$ cat src/rtl/mm_pkg.sv
`timescale 1ns / 1ps
// ----------------------------------------------------------------------------
// Matrix multiply package
// Shared widths, register indexes and the command that travels from the
// front end to the multiply engine.
// ----------------------------------------------------------------------------
package mm_pkg;

    // Field widths fixed by the interface.
    localparam int DIM_W      = 4;
    localparam int IDX_FIELD_W = 3;
    localparam int VALUE_W    = 32;
    localparam int REG_IDX_W  = 2;

    // Largest supported sizes; parameters on the top level may be smaller.
    localparam int MAX_DIM_DEFAULT    = 8;
    localparam int WORD_WIDTH_DEFAULT = 32;
    localparam int ADDR_MAX_W         = 6;
    localparam int FRAC_BITS          = 16;
    localparam int QUEUE_DEPTH        = 4;

    // Dimension registers come out of reset at the largest size.
    localparam logic [DIM_W-1:0] DIM_RESET = DIM_W'(8);

    // Configuration register indexes.
    localparam logic [REG_IDX_W-1:0] REG_ROWS_A    = 2'd0;
    localparam logic [REG_IDX_W-1:0] REG_INNER_DIM = 2'd1;
    localparam logic [REG_IDX_W-1:0] REG_COLS_B    = 2'd2;

    // Matrix dimensions as programmed.
    typedef struct packed {
        logic [DIM_W-1:0] rows_a;
        logic [DIM_W-1:0] inner_dim;
        logic [DIM_W-1:0] cols_b;
    } dims_t;

    // One classified load, possibly carrying the start of a multiply.
    typedef struct packed {
        logic                  wr;
        logic                  is_b;
        logic [ADDR_MAX_W-1:0] addr;
        logic [VALUE_W-1:0]    value;
        logic                  start;
    } cmd_t;

endpackage

$ cat src/rtl/mm_queue.sv
`timescale 1ns / 1ps
// ----------------------------------------------------------------------------
// Matrix multiply command queue
// Short first-in first-out queue that lets the front end keep taking loads
// while the engine is busy with a multiply.
// ----------------------------------------------------------------------------
module mm_queue (
    input  logic         aclk,
    input  logic         aresetn,
    input  logic         push_valid,
    output logic         push_ready,
    input  mm_pkg::cmd_t push_cmd,
    output logic         pop_valid,
    input  logic         pop_ready,
    output mm_pkg::cmd_t pop_cmd
);
    import mm_pkg::*;

    localparam int PTR_W = $clog2(QUEUE_DEPTH);

    cmd_t              entry_reg [QUEUE_DEPTH];
    logic [PTR_W-1:0]  wr_ptr_reg, wr_ptr_next;
    logic [PTR_W-1:0]  rd_ptr_reg, rd_ptr_next;
    logic [PTR_W:0]    count_reg, count_next;
    logic              do_push, do_pop;

    // Pointer and fill level bookkeeping.
    always_comb begin
        push_ready  = (int'(count_reg) < QUEUE_DEPTH);
        pop_valid   = (count_reg != '0);
        do_push     = push_valid && push_ready;
        do_pop      = pop_valid && pop_ready;
        wr_ptr_next = do_push ? wr_ptr_reg + PTR_W'(1) : wr_ptr_reg;
        rd_ptr_next = do_pop ? rd_ptr_reg + PTR_W'(1) : rd_ptr_reg;
        count_next  = count_reg;
        if (do_push && !do_pop) begin
            count_next = count_reg + (PTR_W+1)'(1);
        end else if (do_pop && !do_push) begin
            count_next = count_reg - (PTR_W+1)'(1);
        end
    end

    always_ff @(posedge aclk) begin
        if (!aresetn) begin
            wr_ptr_reg <= '0;
            rd_ptr_reg <= '0;
            count_reg  <= '0;
        end else begin
            wr_ptr_reg <= wr_ptr_next;
            rd_ptr_reg <= rd_ptr_next;
            count_reg  <= count_next;
        end
    end

    // Entry storage.
    always_ff @(posedge aclk) begin
        if (do_push) begin
            entry_reg[wr_ptr_reg] <= push_cmd;
        end
    end

    assign pop_cmd = entry_reg[rd_ptr_reg];

endmodule

$ cat config.mk
export PLATFORM = sky130hd
export DESIGN_NAME = mm_queue
export DESIGN_NICKNAME = d
export VERILOG_FILES = /design/src/rtl/mm_pkg.sv /design/src/rtl/mm_queue.sv
export SDC_FILE = /design/constraint.sdc
export NUM_CORES = 1
export LEC_CHECK = 0
export BUFFER_PORTS_ARGS = -buffer_cell sky130_fd_sc_hd__buf_2
export CORE_MARGIN = 10
export CORE_UTILIZATION = 48
export DETAILED_ROUTE_END_ITERATION = 12
export GPL_TIMING_DRIVEN = 0
export PLACE_DENSITY = 0.71
export SLEW_MARGIN = 30
export SYNTH_ARGS = -nofsm -noshare
export SYNTH_HDL_FRONTEND = slang
export SYNTH_SLANG_ARGS = --single-unit
$ cat constraint.sdc
create_clock -name aclk -period 3.4 [get_ports aclk]
set_input_delay 0.17 -clock aclk [delete_from_list [all_inputs] [get_ports aclk]]
set_output_delay 0.17 -clock aclk [all_outputs]
set_load 0.02 [all_outputs]
==> results.rst <==
.. list-table::
   :header-rows: 1

   * - Metric
     - Value
   * - Result of the run
     - completed
   * - Net count, final
     - 462
   * - Finish-stage setup viols
     - 0
   * - Combinational family with the most area after synthesis
     - multiplexers
   * - PortBufs
     - 87
   * - Number of sinks on the clock net
     - 173
   * - Via count of the first global-routing pass
     - 3310
   * - Post-Synthesis Cells
     - 260
   * - Final WL
     - 11.2 mm
   * - Count of antenna-violating nets left after detailed routing
     - 0
   * - Static Leak
     - 2.82 nW
   * - Post-Syn Area per Cell
     - 24.8 um2
   * - Part of the total power dissipated in combinational logic
     - 0.270
   * - Critical path's largest stage delay
     - 0.40 ns
   * - Overflow left after global routing
     - 0
   * - Count of routing violations after the opening detailed-route iteration
     - 169
   * - Worst R2R Setup Slack
     - 1.27 ns
   * - Area post-placement
     - 0.00720 mm2
   * - Layout cells sized above 1
     - 0.410
   * - Largest driver fanout on the critical path
     - 7
   * - Delay-heaviest family, CP
     - adder cells
   * - Detailed-route vias per instance
     - 5.12
   * - Xor/xnor cell area share of the yosys netlist
     - 0.00679
   * - Final worst path period need
     - 2.13 ns
   * - Total global routing track utilization
     - 0.130
   * - End of the worst hold path
     - wr_ptr_reg[0]
   * - Min-delay worst type
     - primary input to register
   * - TritonCTS Buffers
     - 17
   * - Horiz. Die Dim
     - 136 um
   * - RR Startpoint
     - count_reg[2]
   * - Unrepaired setup endpoints after global routing
     - no
   * - Cell area after synthesis
     - 0.00645 mm2
   * - Slew headroom
     - 0.788
   * - Finished Cell Area
     - 0.00819 mm2
   * - Io pins
     - 88
   * - First-pass GRT wire length
     - 18.1 mm
   * - Clock latency reported for the late side of the worst-skew pair
     - 0.41 ns
   * - Maximum number of pins on one net before global-route repair
     - 32
   * - Count of yosys warnings during synthesis
     - 0
   * - Critical path endpoint category
     - register
   * - RR Endpoint
     - count_reg[2]
   * - Internal power consumption
     - 4.53 mW
   * - Number of H-tree levels
     - 4
   * - Bufs and invs on worst path
     - 2
   * - Number of diodes added for antenna fixing
     - 0
   * - Setup tns final
     - 0 ns
   * - WL per Instance
     - 18.7 um
   * - Max-cap violations
     - 0
   * - Number of antenna violations at the first check in global routing
     - 0
   * - Crit path required time
     - 3.74 ns
   * - Total half-perimeter wirelength after legalization and detailed placement
     - 6.98 mm
   * - Bufs on Longest Clock Path
     - 2
   * - Count of cells along the worst register-to-register path
     - 8
   * - Tightest hold margin
     - 0.0530 ns
   * - Residual DRC
     - 0
   * - Clock-pin transition on the worst setup and hold timing paths
     - 0.06 ns
   * - Number of storage elements in the synthesis netlist
     - 173
   * - Post-synthesis sequential area ratio
     - 0.791
   * - Number of distinct library cells after synthesis
     - 21
   * - Startpoint types
     - register
   * - Count of TritonRoute iterations in the first routing pass
     - 4
   * - Clock group share of total power
     - 0.301
   * - Fraction of the mapped netlist area in simple logic gates
     - 0.0136
   * - Overall die height
     - 136 um
   * - Final weighted congestion of routability-driven global placement
     - 0.713
   * - Largest vdd supply drop
     - 0.358 mV
   * - Master cell of the clock root buffer
     - sky130_fd_sc_hd__clkbuf_16
   * - Sequential fraction of design power
     - 0.429
   * - Final hold viol count
     - 0
   * - Clock tree from TritonCTS
     - done
   * - PostCTS Resize Cnt
     - 0
   * - Post-Place Setup Slack
     - 1.29 ns
   * - Number of standard cells in the final layout excluding fillers
     - 600
   * - Final slew viol count
     - 0
   * - Most frequent cells in the layout
     - 164 x sky130_fd_sc_hd__edfxtp_1, 92 x sky130_fd_sc_hd__buf_2, 41 x sky130_fd_sc_hd__dlygate4sd3_1
   * - Pwr per Cell Area
     - 761 mW/mm2
   * - Arithmetic-cell share of the synthesized area counting full adders, half adders and majority gates
     - 0.0128
   * - Final period util
     - 0.626
   * - Worst Max-Slew Pin Slew
     - 0.318 ns
   * - Area growth, synth to finish
     - 26.9%
   * - Area of the die
     - 0.0185 mm2
   * - Category of the most critical setup path
     - register to register
   * - Worst endpoint data arrival time
     - 2.47 ns
   * - Most common library cell in the layout ignoring fill and taps
     - sky130_fd_sc_hd__edfxtp_1
   * - Number of instances in the placed design
     - 527
   * - Hold Path Cell Cnt
     - 2
   * - Master of the slowest instance on the critical path
     - sky130_fd_sc_hd__dfxtp_1
   * - Post-synthesis compound-gate area fraction
     - 0.00776
   * - Core footprint
     - 0.0132 mm2
   * - Largest register FFs
     - 164
   * - Worst clock skew
     - 0.00601 ns
   * - Total vias in the final route
     - 3069
   * - Rows
     - 42
   * - Origin of the worst min-delay path
     - aresetn
   * - Net count of the mapped netlist
     - 311
   * - Series of cell instances along the critical path
     - nor2b_1 -> buf_2 -> ha_1 -> inv_1 -> fa_1 -> xor2_1 -> or3_1 -> a21boi_0
   * - Net switching power
     - 1.70 mW
   * - Fmax
     - 470 MHz
   * - Switching portion of total power
     - 0.273
   * - Initial standard-cell utilization of the core
     - 0.489
   * - Post-synthesis mux area share
     - 0.147
   * - Final worst slack
     - 1.27 ns
[cell usage after synthesis]
library cell | count | area (um2)
sky130_fd_sc_hd__o31ai_4 | 1 | 21.3
sky130_fd_sc_hd__inv_1 | 4 | 15.0
sky130_fd_sc_hd__xor2_1 | 1 | 8.76
sky130_fd_sc_hd__xnor2_1 | 4 | 35.0
sky130_fd_sc_hd__nor2b_1 | 3 | 18.8
sky130_fd_sc_hd__a21boi_0 | 1 | 7.51
sky130_fd_sc_hd__buf_6 | 1 | 11.3
sky130_fd_sc_hd__edfxtp_1 | 164 | 4920
sky130_fd_sc_hd__mux4_1 | 1 | 26.3
sky130_fd_sc_hd__mux2i_1 | 2 | 20.0
sky130_fd_sc_hd__buf_12 | 4 | 80.1
sky130_fd_sc_hd__buf_2 | 5 | 25.0
sky130_fd_sc_hd__buf_1 | 1 | 3.75
sky130_fd_sc_hd__mux4_2 | 40 | 901
sky130_fd_sc_hd__dfxtp_1 | 9 | 180
sky130_fd_sc_hd__ha_1 | 5 | 62.6
sky130_fd_sc_hd__o311ai_2 | 1 | 16.3
sky130_fd_sc_hd__and2_1 | 9 | 56.3
sky130_fd_sc_hd__fa_1 | 1 | 20.0
sky130_fd_sc_hd__o21ai_0 | 1 | 5.00
sky130_fd_sc_hd__or3_1 | 2 | 12.5
[worst max path at each step]
stage                            start                to  slack [ns]  cells past startpoint
after floorplan           count_reg[2]   entry_reg[0][0]        1.35                      3
after global placement    count_reg[2]  entry_reg[3][39]        0.49                      3
after detailed placement  count_reg[2]      count_reg[2]        1.29                      8
after CTS                 count_reg[2]      count_reg[2]        1.27                      8
after global routing      count_reg[2]      count_reg[2]        1.13                      8
final                     count_reg[2]      count_reg[2]        1.27                      8
[routing by layer]
layer  track usage  vias up  part of all wire
met5             0        -                 0
met4        0.0550        0             0.015
met3        0.0439       13             0.060
met2         0.210       75              0.51
met1         0.156     1587              0.42
li1              -     1394                 -
[worst register-to-register path, delay by kind of cell (launching register included)]
family,cells,cell delay (ns)
flops,1,0.40
xor+xnor,1,0.18
compound gates,1,0.16
buf+inv,2,0.27
simple gates,2,0.44
fa+ha+maj,2,0.61
[stage by stage]
step / util / power [mW]
after floorplan: - / 3.90
after CTS: 0.621 / 6.35
final: 0.621 / 6.23
after global placement: 0.539 / 4.37
after detailed placement: 0.546 / 4.42
after global routing: 0.621 / 6.53
[cells by family (layout without fill, tap and decap cells)]
family	Yosys count	after routing
XOR/XNOR	5	5
AO/OA/AOI/OAI	4	4
adder cells (fa/ha/maj)	6	6
flip-flops	173	173
buffers and inverters	15	179
multiplexers	43	43
AND/OR/NAND/NOR	14	14
[cell type report]
cell class,instances,area [um2]
clock buffer,19,433
timing repair buffer,132,926
inverter,4,15.0
fill,956,5000
buffer,11,120
clock inverter,13,149
multi-input combinational,72,1220
sequential,173,5100
tap,176,220
[power groups by stage]
| stage | clock network [mW] | logic [mW] | registers [mW] |
|---|---|---|---|
| after global routing | 2.01 | 1.83 | 2.70 |
| final | 1.87 | 1.69 | 2.67 |
| after CTS | 1.93 | 1.74 | 2.68 |
| after detailed placement | 0 | 1.70 | 2.72 |
| after global placement | 0 | 1.64 | 2.72 |
| after floorplan | 0 | 1.19 | 2.71 |
[what timing repair did]
item,4_1_cts,5_1_grt
hold endpoints to repair,164,0
setup buffers,0,0
hold buffers,41,0
No activity file was read; power rests on OpenSTA's default activity.
