===== config.mk =====
export PLATFORM = sky130hd
export DESIGN_NAME = mm_front
export DESIGN_NICKNAME = d
export VERILOG_FILES = /design/src/rtl/mm_pkg.sv /design/src/rtl/mm_front.sv
export SDC_FILE = /design/constraint.sdc
export NUM_CORES = 1
export LEC_CHECK = 0
export ABC_CLOCK_PERIOD_IN_PS = 1260
export BUFFER_PORTS_ARGS = -buffer_cell sky130_fd_sc_hd__buf_2
export CORE_MARGIN = 2
export CORE_UTILIZATION = 40
export CTS_CLUSTER_SIZE = 10
export DETAILED_ROUTE_END_ITERATION = 10
export PLACE_DENSITY = 0.87
export RECOVER_POWER = 50
export SETUP_SLACK_MARGIN = 0.1
export SKIP_CTS_REPAIR_TIMING = 1
export SYNTH_ARGS = -nofsm -noshare
export SYNTH_HDL_FRONTEND = slang
export SYNTH_SLANG_ARGS = --single-unit

===== constraint.sdc =====
create_clock -name aclk -period 1.26 [get_ports aclk]
set_input_delay 0.252 -clock aclk [delete_from_list [all_inputs] [get_ports aclk]]
set_output_delay 0.252 -clock aclk [all_outputs]
set_load 0.05 [all_outputs]

===== src/rtl/mm_pkg.sv =====
`timescale 1ns / 1ps
// ----------------------------------------------------------------------------
// Matrix multiply package
// Shared widths, register indexes and the command that travels from the
// front end to the multiply engine.
// ----------------------------------------------------------------------------
package mm_pkg;

    // Field widths fixed by the interface.
    localparam int DIM_W      = 4;
    localparam int IDX_FIELD_W = 3;
    localparam int VALUE_W    = 32;
    localparam int REG_IDX_W  = 2;

    // Largest supported sizes; parameters on the top level may be smaller.
    localparam int MAX_DIM_DEFAULT    = 8;
    localparam int WORD_WIDTH_DEFAULT = 32;
    localparam int ADDR_MAX_W         = 6;
    localparam int FRAC_BITS          = 16;
    localparam int QUEUE_DEPTH        = 4;

    // Dimension registers come out of reset at the largest size.
    localparam logic [DIM_W-1:0] DIM_RESET = DIM_W'(8);

    // Configuration register indexes.
    localparam logic [REG_IDX_W-1:0] REG_ROWS_A    = 2'd0;
    localparam logic [REG_IDX_W-1:0] REG_INNER_DIM = 2'd1;
    localparam logic [REG_IDX_W-1:0] REG_COLS_B    = 2'd2;

    // Matrix dimensions as programmed.
    typedef struct packed {
        logic [DIM_W-1:0] rows_a;
        logic [DIM_W-1:0] inner_dim;
        logic [DIM_W-1:0] cols_b;
    } dims_t;

    // One classified load, possibly carrying the start of a multiply.
    typedef struct packed {
        logic                  wr;
        logic                  is_b;
        logic [ADDR_MAX_W-1:0] addr;
        logic [VALUE_W-1:0]    value;
        logic                  start;
    } cmd_t;

endpackage


===== src/rtl/mm_front.sv =====
`timescale 1ns / 1ps
// ----------------------------------------------------------------------------
// Matrix multiply front end
// Accepts element transactions, checks the element index, forms the store
// address and registers the resulting command towards the queue.
// ----------------------------------------------------------------------------
module mm_front #(
    parameter int MAX_DIM = mm_pkg::MAX_DIM_DEFAULT
) (
    input  logic                             aclk,
    input  logic                             aresetn,
    input  logic                             s_valid,
    output logic                             s_ready,
    input  logic                             s_is_b,
    input  logic [mm_pkg::IDX_FIELD_W-1:0]   s_elem_row,
    input  logic [mm_pkg::IDX_FIELD_W-1:0]   s_elem_col,
    input  logic signed [mm_pkg::VALUE_W-1:0] s_elem_value,
    input  logic                             s_start_req,
    output logic                             cmd_valid,
    input  logic                             cmd_ready,
    output mm_pkg::cmd_t                     cmd
);
    import mm_pkg::*;

    localparam int ADDR_W = (MAX_DIM > 1) ? $clog2(MAX_DIM * MAX_DIM) : 1;

    logic        valid_reg, valid_next;
    cmd_t        cmd_reg, cmd_next;
    logic        in_range;
    logic [ADDR_W-1:0] addr;
    logic        accept;

    // Classify the incoming transaction.
    always_comb begin
        in_range = (int'(s_elem_row) < MAX_DIM) && (int'(s_elem_col) < MAX_DIM);
        addr     = ADDR_W'(s_elem_row) * ADDR_W'(MAX_DIM) + ADDR_W'(s_elem_col);
        s_ready  = !valid_reg || cmd_ready;
        accept   = s_valid && s_ready;

        cmd_next       = cmd_reg;
        cmd_next.wr    = in_range;
        cmd_next.is_b  = s_is_b;
        cmd_next.addr  = ADDR_MAX_W'(addr);
        cmd_next.value = s_elem_value;
        cmd_next.start = s_start_req;

        valid_next = valid_reg;
        if (accept) begin
            valid_next = 1'b1;
        end else if (cmd_ready) begin
            valid_next = 1'b0;
        end
    end

    // Command register.
    always_ff @(posedge aclk) begin
        if (!aresetn) begin
            valid_reg <= 1'b0;
        end else begin
            valid_reg <= valid_next;
        end
        if (accept) begin
            cmd_reg <= cmd_next;
        end
    end

    assign cmd_valid = valid_reg;
    assign cmd       = cmd_reg;

endmodule


==> flow_results.org, run 1 <==
** Power
- Total net switching power :: 0.805 mW
- Static power due to leakage :: 0.896 nW
- Areal power density over the cells :: 1330 nW/um^2
- Sw Share :: 0.284
- VDD sags by at most 0.00101 V.
- Of the total power, combinational logic draws 0.207.
- Cell-internal power :: 2.03 mW
- Of the total power, registers draw 0.574.
- Of the total power, the clock network draws 0.219.

** Final layout
- Commonest cells after routing, fill and taps aside :: sky130_fd_sc_hd__buf_2 (43), sky130_fd_sc_hd__edfxtp_1 (40), sky130_fd_sc_hd__buf_6 (40)
- In the final layout, the share of cells above drive strength 1 is 0.697.
- Layout Area Growth over Synthesis :: 67.4%
- Most common cell after layout, fill and taps aside :: sky130_fd_sc_hd__buf_2
- Final std cell area, no fill :: 2130 sq um
- Count of inserted antenna diode cells :: 0
- The register with the most flip-flops in the layout has 40 of them.
- Counting the fill cells in the layout gives 187.
- Final #Nets :: 185

** Run
- Maximum capacitance violations :: 0

** Timing
- Total negative slack for setup checks :: 0 ps
- The routed design could run at a clock period as short as 1230 ps.
- Setup repair after global routing could not meet its margin everywhere.
- Hold violation count in the final report :: 0
- Maximum frequency from static timing analysis :: 0.813 GHz
- Clock skew on the completed layout was measured at 20.7 ps.
- Max-slew violation count :: 0
- Setup violations remaining at the end of the flow were counted as 0.
- Of the available clock period, the critical path in the final layout requires 0.976.

** Die
- For this configuration, the core starts out at a cell density of 0.419.
- The die covers 3640 sq um.
- I/O pin cnt :: 87
- The die is 60.3 microns wide.
- Die Y-Extent :: 60.3 microns
- The total area inside the core boundary comes to 3030 sq um.
- Row generation in the floorplan step produced 20 rows.

** Worst setup path
- In this run the worst path has a maximum fanout of 3.
- Endpoint class of the critical path :: output pin
- Type of element launching the critical path :: register
- Path type of the worst setup path :: register to output pin
- CP arrival :: 980 ps
- Worst R2R Setup Slack :: 110 ps
- Required time reported for the critical path endpoint :: 1010 ps

** GRT
- First-pass GRT wire length :: 3360 microns
- The number of antenna violations at the first check in global routing was 0.
- Entering global routing, the biggest net connects 18 pins.
- The via count of the first global-routing pass was 766.
- Global routing finished with a remaining overflow of 0.
- GRT Overall Usage :: 0.143

** Synthesis
- Dividing the synthesized area by the synthesized cell count gives 27.0 sq um.
- Synthesis inferred 41 register bits.
- Of the total synthesized cell area, the portion taken by XOR and XNOR cells is 0.
- Simple-Gate Fraction of Synth Area :: 0.0177
- In the synthesized netlist, the number of instances is 47.
- Counting every net in the synthesized netlist gives 91.
- After synthesis, the largest family of logic cells by area is simple AND/OR/NAND/NOR gates.
- The compound-cell area share of the yosys netlist was 0.00887.
- Synthesis instantiated 8 different standard cells from the library.
- Of the post-synthesis cell area, the part taken by muxes is 0.
- Proportion of synthesized chip area in sequential cells :: 0.962
- Syn Std Cell Area :: 1270 sq um
- Arithmetic-cell share of the synthesized area counting full adders, half adders and majority gates :: 0
- Yosys Warn Count :: 0

** Clocking
- Clock latency of the later-clocked register in the worst-skew pair :: 350 ps
- Clk slew on worst S/H paths :: 120 ps
- The clock net in this run drives a total of 41 sinks.
- TritonCTS built the clock tree.
- Clock tree root driver cell :: sky130_fd_sc_hd__clkbuf_4
- CTS buffer count :: 5
- Number of levels in the clock H-tree :: 2
- Maximum buffer depth of the clock tree :: 2

** Worst hold path
- Worst hold-check path type :: primary input to register

** Placed design
- Weighted congestion at the end of routability-driven global placement :: 0.696
- During placement, the flow inserted port buffers numbering 85.
- The placed instances occupy a cell area of 1810 sq um.
- Hpwl dp :: 1930 microns

** Drt
- The count of nets left with antenna violations once routing finished came out at 0.
- Detailed router's first-iteration violation count :: 11
- Drt total wl :: 2630 microns
- Number of vias in the routed layout :: 796
- Detailed Routing Iterations Pass 1 :: 3
- After detailed routing, the average wire length per cell comes to 14.2 microns.
- After detailed routing, the number of vias per cell comes to 4.28.
- DRC errors left :: 0

** Status
- The flow ran to the end, and the final reports show no timing, DRC or antenna violations.
## worst max-delay path, cell delays in order (launching register included)
cell	delay, ps
sky130_fd_sc_hd__dfxtp_4	380
sky130_fd_sc_hd__nand2b_4	100
sky130_fd_sc_hd__buf_8	150
## power groups by stage
stage | clock, mW | sequential (mW) | combinational, mW
4_1_cts | 0.650 | 1.61 | 0.494
3_3_place_gp | 0 | 1.64 | 0.485
2_1_floorplan | 0 | 1.92 | 0.0467
6_report | 0.622 | 1.63 | 0.585
3_5_place_dp | 0 | 1.64 | 0.495
5_1_grt | 0.693 | 1.63 | 0.609
## final timing paths
kind | from | end | cells after the start
min | s_elem_value[13] | cmd[14]$_DFFE_PP_ | 1
max | cmd_valid$_SDFFE_PN0P_ | s_ready | 2
min reg2reg | cmd_valid$_SDFFE_PN0P_ | cmd_valid$_SDFFE_PN0P_ | 2
max reg2reg | cmd_valid$_SDFFE_PN0P_ | cmd[11]$_DFFE_PP_ | 3
## final cells by class
class,instances,area [sq um],area share
multi-input combinational,4,37.5,0.0177
clock buffer,6,41.3,0.0194
sequential,41,1220,0.576
clock inverter,2,15.0,0.00706
inverter,1,3.75,0.00177
tap,44,55.1,0.0259
timing repair buffer,88,748,0.352
## cells by family after synthesis
| family | count (synthesis) |
|---|---|
| and+or+nand+nor | 2 |
| buffers and inverters | 2 |
| DFF | 41 |
| AOI/OAI and AO/OA | 1 |
| other | 1 |
## per-layer routing
metal	vias to the layer above	global-route usage	wire length (microns)
li1	370	-	-
met1	357	0.122	824
met2	63	0.230	1320
met3	6	0.102	436
met4	0	0.105	48
met5	-	0	0
## cell usage after synthesis
master | number | area [sq um]
sky130_fd_sc_hd__a21boi_2 | 1 | 11.3
sky130_fd_sc_hd__and2_4 | 1 | 8.76
sky130_fd_sc_hd__buf_4 | 1 | 7.51
sky130_fd_sc_hd__conb_1 | 1 | 3.75
sky130_fd_sc_hd__dfxtp_1 | 1 | 20.0
sky130_fd_sc_hd__edfxtp_1 | 40 | 1200
sky130_fd_sc_hd__inv_1 | 1 | 3.75
sky130_fd_sc_hd__nand2b_4 | 1 | 13.8
## per-stage QoR
step                      utilization  hold slack [ps]  std cells  power, mW  setup slack, ps
after floorplan                     -              351         47       1.96             -102
after global placement          0.597              428        178       2.12              160
after detailed placement        0.597              430        178       2.13              122
after CTS                       0.615             51.4        186       2.75            -67.4
after global routing            0.702             40.6        186       2.94            -12.0
final                           0.702             69.5        186       2.83             30.4
(Power assumes the default switching activity.)
==> run 2: changes to the inputs <==
--- a/config.mk
+++ b/config.mk
@@ -5,7 +5,7 @@
 export SDC_FILE = /design/constraint.sdc
 export NUM_CORES = 1
 export LEC_CHECK = 0
-export ABC_CLOCK_PERIOD_IN_PS = 1260
+export ABC_CLOCK_PERIOD_IN_PS = 1300
 export BUFFER_PORTS_ARGS = -buffer_cell sky130_fd_sc_hd__buf_2
 export CORE_MARGIN = 2
 export CORE_UTILIZATION = 40
==> constraint.sdc (replaced) <==
create_clock -name aclk -period 1.3 [get_ports aclk]
set_input_delay 0.26 -clock aclk [delete_from_list [all_inputs] [get_ports aclk]]
set_output_delay 0.26 -clock aclk [all_outputs]
set_load 0.05 [all_outputs]
==> flow_results.org, run 2 (same netlist as run 1, synthesis figures left out) <==
** Worst setup path
- The stage delay of the slowest cell on the critical path was 430 ps (+50 ps).
- Type of element launching the critical path :: register
- On the critical path, the stage with the largest delay is an instance of sky130_fd_sc_hd__edfxtp_1.
- The critical path buffer and inverter count came to 1 (unchanged).
- The biggest fanout along the worst timing path is 1 (-2).
- CP arrival :: 960 ps (-20 ps)
- The worst setup path is of the register to output pin kind.
- Critical path's top delay family :: flip-flops
- The signal on the critical path passes through buf_6.
- Required time reported for the critical path endpoint :: 1040 ps (+30 ps)
- STA classifies the critical path endpoint as an output pin.

** Drt
- Wire per inst :: 14.5 microns (+2.1%)
- The via-per-instance ratio was 4.21 (-1.5%).
- The initial DRC count is 7 (-4).
- The detailed-routed wire length on met3 is 385 microns (-12%).
- The number of nets with antenna violations after detailed routing is 0 (unchanged).
- Length of routed wiring on met1 :: 872 microns (+5.8%)
- The post-detailed-routing wire length came to 2700 microns (+2.7%).
- Routed wl met2 :: 1390 microns (+4.8%)
- The number of remaining DRC errors was 0 (unchanged).
- The total iterations of the first detailed-routing run came to 3 (unchanged).
- Signal routing reaches up to met4.
- The number of vias after detailed routing came to 788 (-1.0%).

** Placed design
- The placed standard-cell area was 1810 sq um (unchanged).
- The number of I/O port buffers is 85 (unchanged).
- Weighted congestion at the end of routability-driven global placement :: 0.696 (about the same)
- The number of cells in the design after placement is 178 (unchanged).
- The total half-perimeter wirelength after legalization and detailed placement came to 1910 microns (-1.2%).

** Final layout
- The flip-flop count of the largest register, all copies and words added came to 40 (unchanged).
- Leaving out fill and tap cells, the most frequent cells in the layout are sky130_fd_sc_hd__buf_2 (43), sky130_fd_sc_hd__buf_6 (41), sky130_fd_sc_hd__edfxtp_1 (40).
- Final #Nets :: 186 (+0.54%)
- Post-route core utilization :: 0.706 (+0.00372)
- The final cell area excluding filler cells came to 2140 sq um (+0.53%).
- Number of standard cells in the final layout excluding fillers :: 187 (+0.54%)
- The antenna diode count came to 0 (unchanged).
- Fraction of layout cells with a size suffix above 1 :: 0.699 (+0.00212)
- Layout Area Growth over Synthesis :: 68.3%
- Most common cell after layout, fill and taps aside :: sky130_fd_sc_hd__buf_2
- The layout filler cell count came to 193 (+3.2%).

** Power
- Total power of the final layout :: 2.76 mW (-2.5%)
- Static power due to leakage :: 0.901 nW (+0.60%)
- The peak supply drop was 0.000892 V (-12%).
- Areal power density over the cells :: 1290 nW/um^2 (-3.0%)

** Clocking
- The TritonCTS sink count came to 41 (unchanged).
- The maximum level of the CTS H-tree was 2 (unchanged).
- The clock tree buffer depth was 2 (unchanged).
- TritonCTS built the clock tree.
- Clock tree root driver cell :: sky130_fd_sc_hd__clkbuf_4
- Clock latency of the later-clocked register in the worst-skew pair :: 350 ps (about the same)
- Clk slew on worst S/H paths :: 120 ps (about the same)
- CTS buffer count :: 5 (unchanged)

** Die
- Die span in x :: 60.3 microns (unchanged)
- The I/O pin count came to 87 (unchanged).
- The vertical extent of the die came to 60.3 microns (unchanged).
- The core footprint was 3030 sq um (unchanged).
- The initial standard-cell utilization of the core was 0.419 (unchanged).
- The number of standard-cell rows in the floorplan is 20 (unchanged).
- Die outline area :: 3640 sq um (unchanged)

** GRT
- First-pass GRT wire length :: 3330 microns (-1.0%)
- Antenna violations before repair :: 0 (unchanged)
- The residual overflow from global routing was 0 (unchanged).
- The combined global-route utilization of all metal layers is 0.142 (-0.00111).
- The pin count of the biggest net entering global routing came to 18 (unchanged).
- Number of global-route vias before repair :: 765 (-0.13%)

** Worst hold path
- The worst hold path belongs to the class primary input to register.

** Timing
- Unrepaired setup endpoints after global routing :: yes
- The final number of hold-violating endpoints came to 0 (unchanged).
- Maximum frequency from static timing analysis :: 0.820 GHz
- Post-layout min period :: 1220 ps
- Of the available clock period, the critical path in the final layout requires 0.938.
- The number of max-slew violations in the final report was 0 (unchanged).
- The final-report setup violation count was 0 (unchanged).
- Clock skew after layout :: 18.5 ps (-2.28 ps)

** Status
- Run status :: completed

** Run
- The number of maximum-capacitance violations is 0 (unchanged).
[run 2: cell count changes in the layout (fill, tap and decap cells not counted)]
cell and change:
sky130_fd_sc_hd__buf_6 +1
[run 2: power by group]
part	total, mW	internal [mW]	switching [mW]
registers	1.58	1.54	0.0362
clock network	0.613	0.211	0.402
logic	0.569	0.214	0.355
total	2.76	1.97	0.793
[run 2: metal layers]
| layer | up-vias | GRT usage |
|---|---|---|
| met4 | 0 | 0.105 |
| met3 | 5 | 0.0874 |
| met5 | - | 0 |
| met1 | 350 | 0.128 |
| met2 | 62 | 0.230 |
| li1 | 371 | - |
[run 2: cell type report]
cell class / instances / area, sq um / share of cell area
Sequential cell: 41 / 1220 / 0.573
Timing Repair Buffer: 89 / 759 / 0.355
Tap cell: 44 / 55.1 / 0.0258
Clock buffer: 6 / 41.3 / 0.0193
Multi-Input combinational cell: 4 / 37.5 / 0.0176
Clock inverter: 2 / 15.0 / 0.00703
Inverter: 1 / 3.75 / 0.00176
[run 2: path summary, 6_finish.rpt]
path                          start                     end  slack, ps  cells after the start
min reg2reg  cmd_valid$_SDFFE_PN0P_  cmd_valid$_SDFFE_PN0P_        630                      3
max               cmd[18]$_DFFE_PP_                 cmd[18]         80                      1
max reg2reg  cmd_valid$_SDFFE_PN0P_       cmd[11]$_DFFE_PP_        180                      3
min                s_elem_value[18]       cmd[19]$_DFFE_PP_         70                      1
[run 2: metrics by stage]
| step | hold slack [ps] | setup WS [ps] | TNS (ps) |
|---|---|---|---|
| floorplan | 359 | -61.9 | -2470 |
| global placement | 436 | 192 | 0 |
| detailed placement | 438 | 155 | 0 |
| CTS | 54.2 | -34.9 | -34.9 |
| global route | 43.7 | 38.5 | 0 |
| finish | 71.1 | 80.7 | 0 |
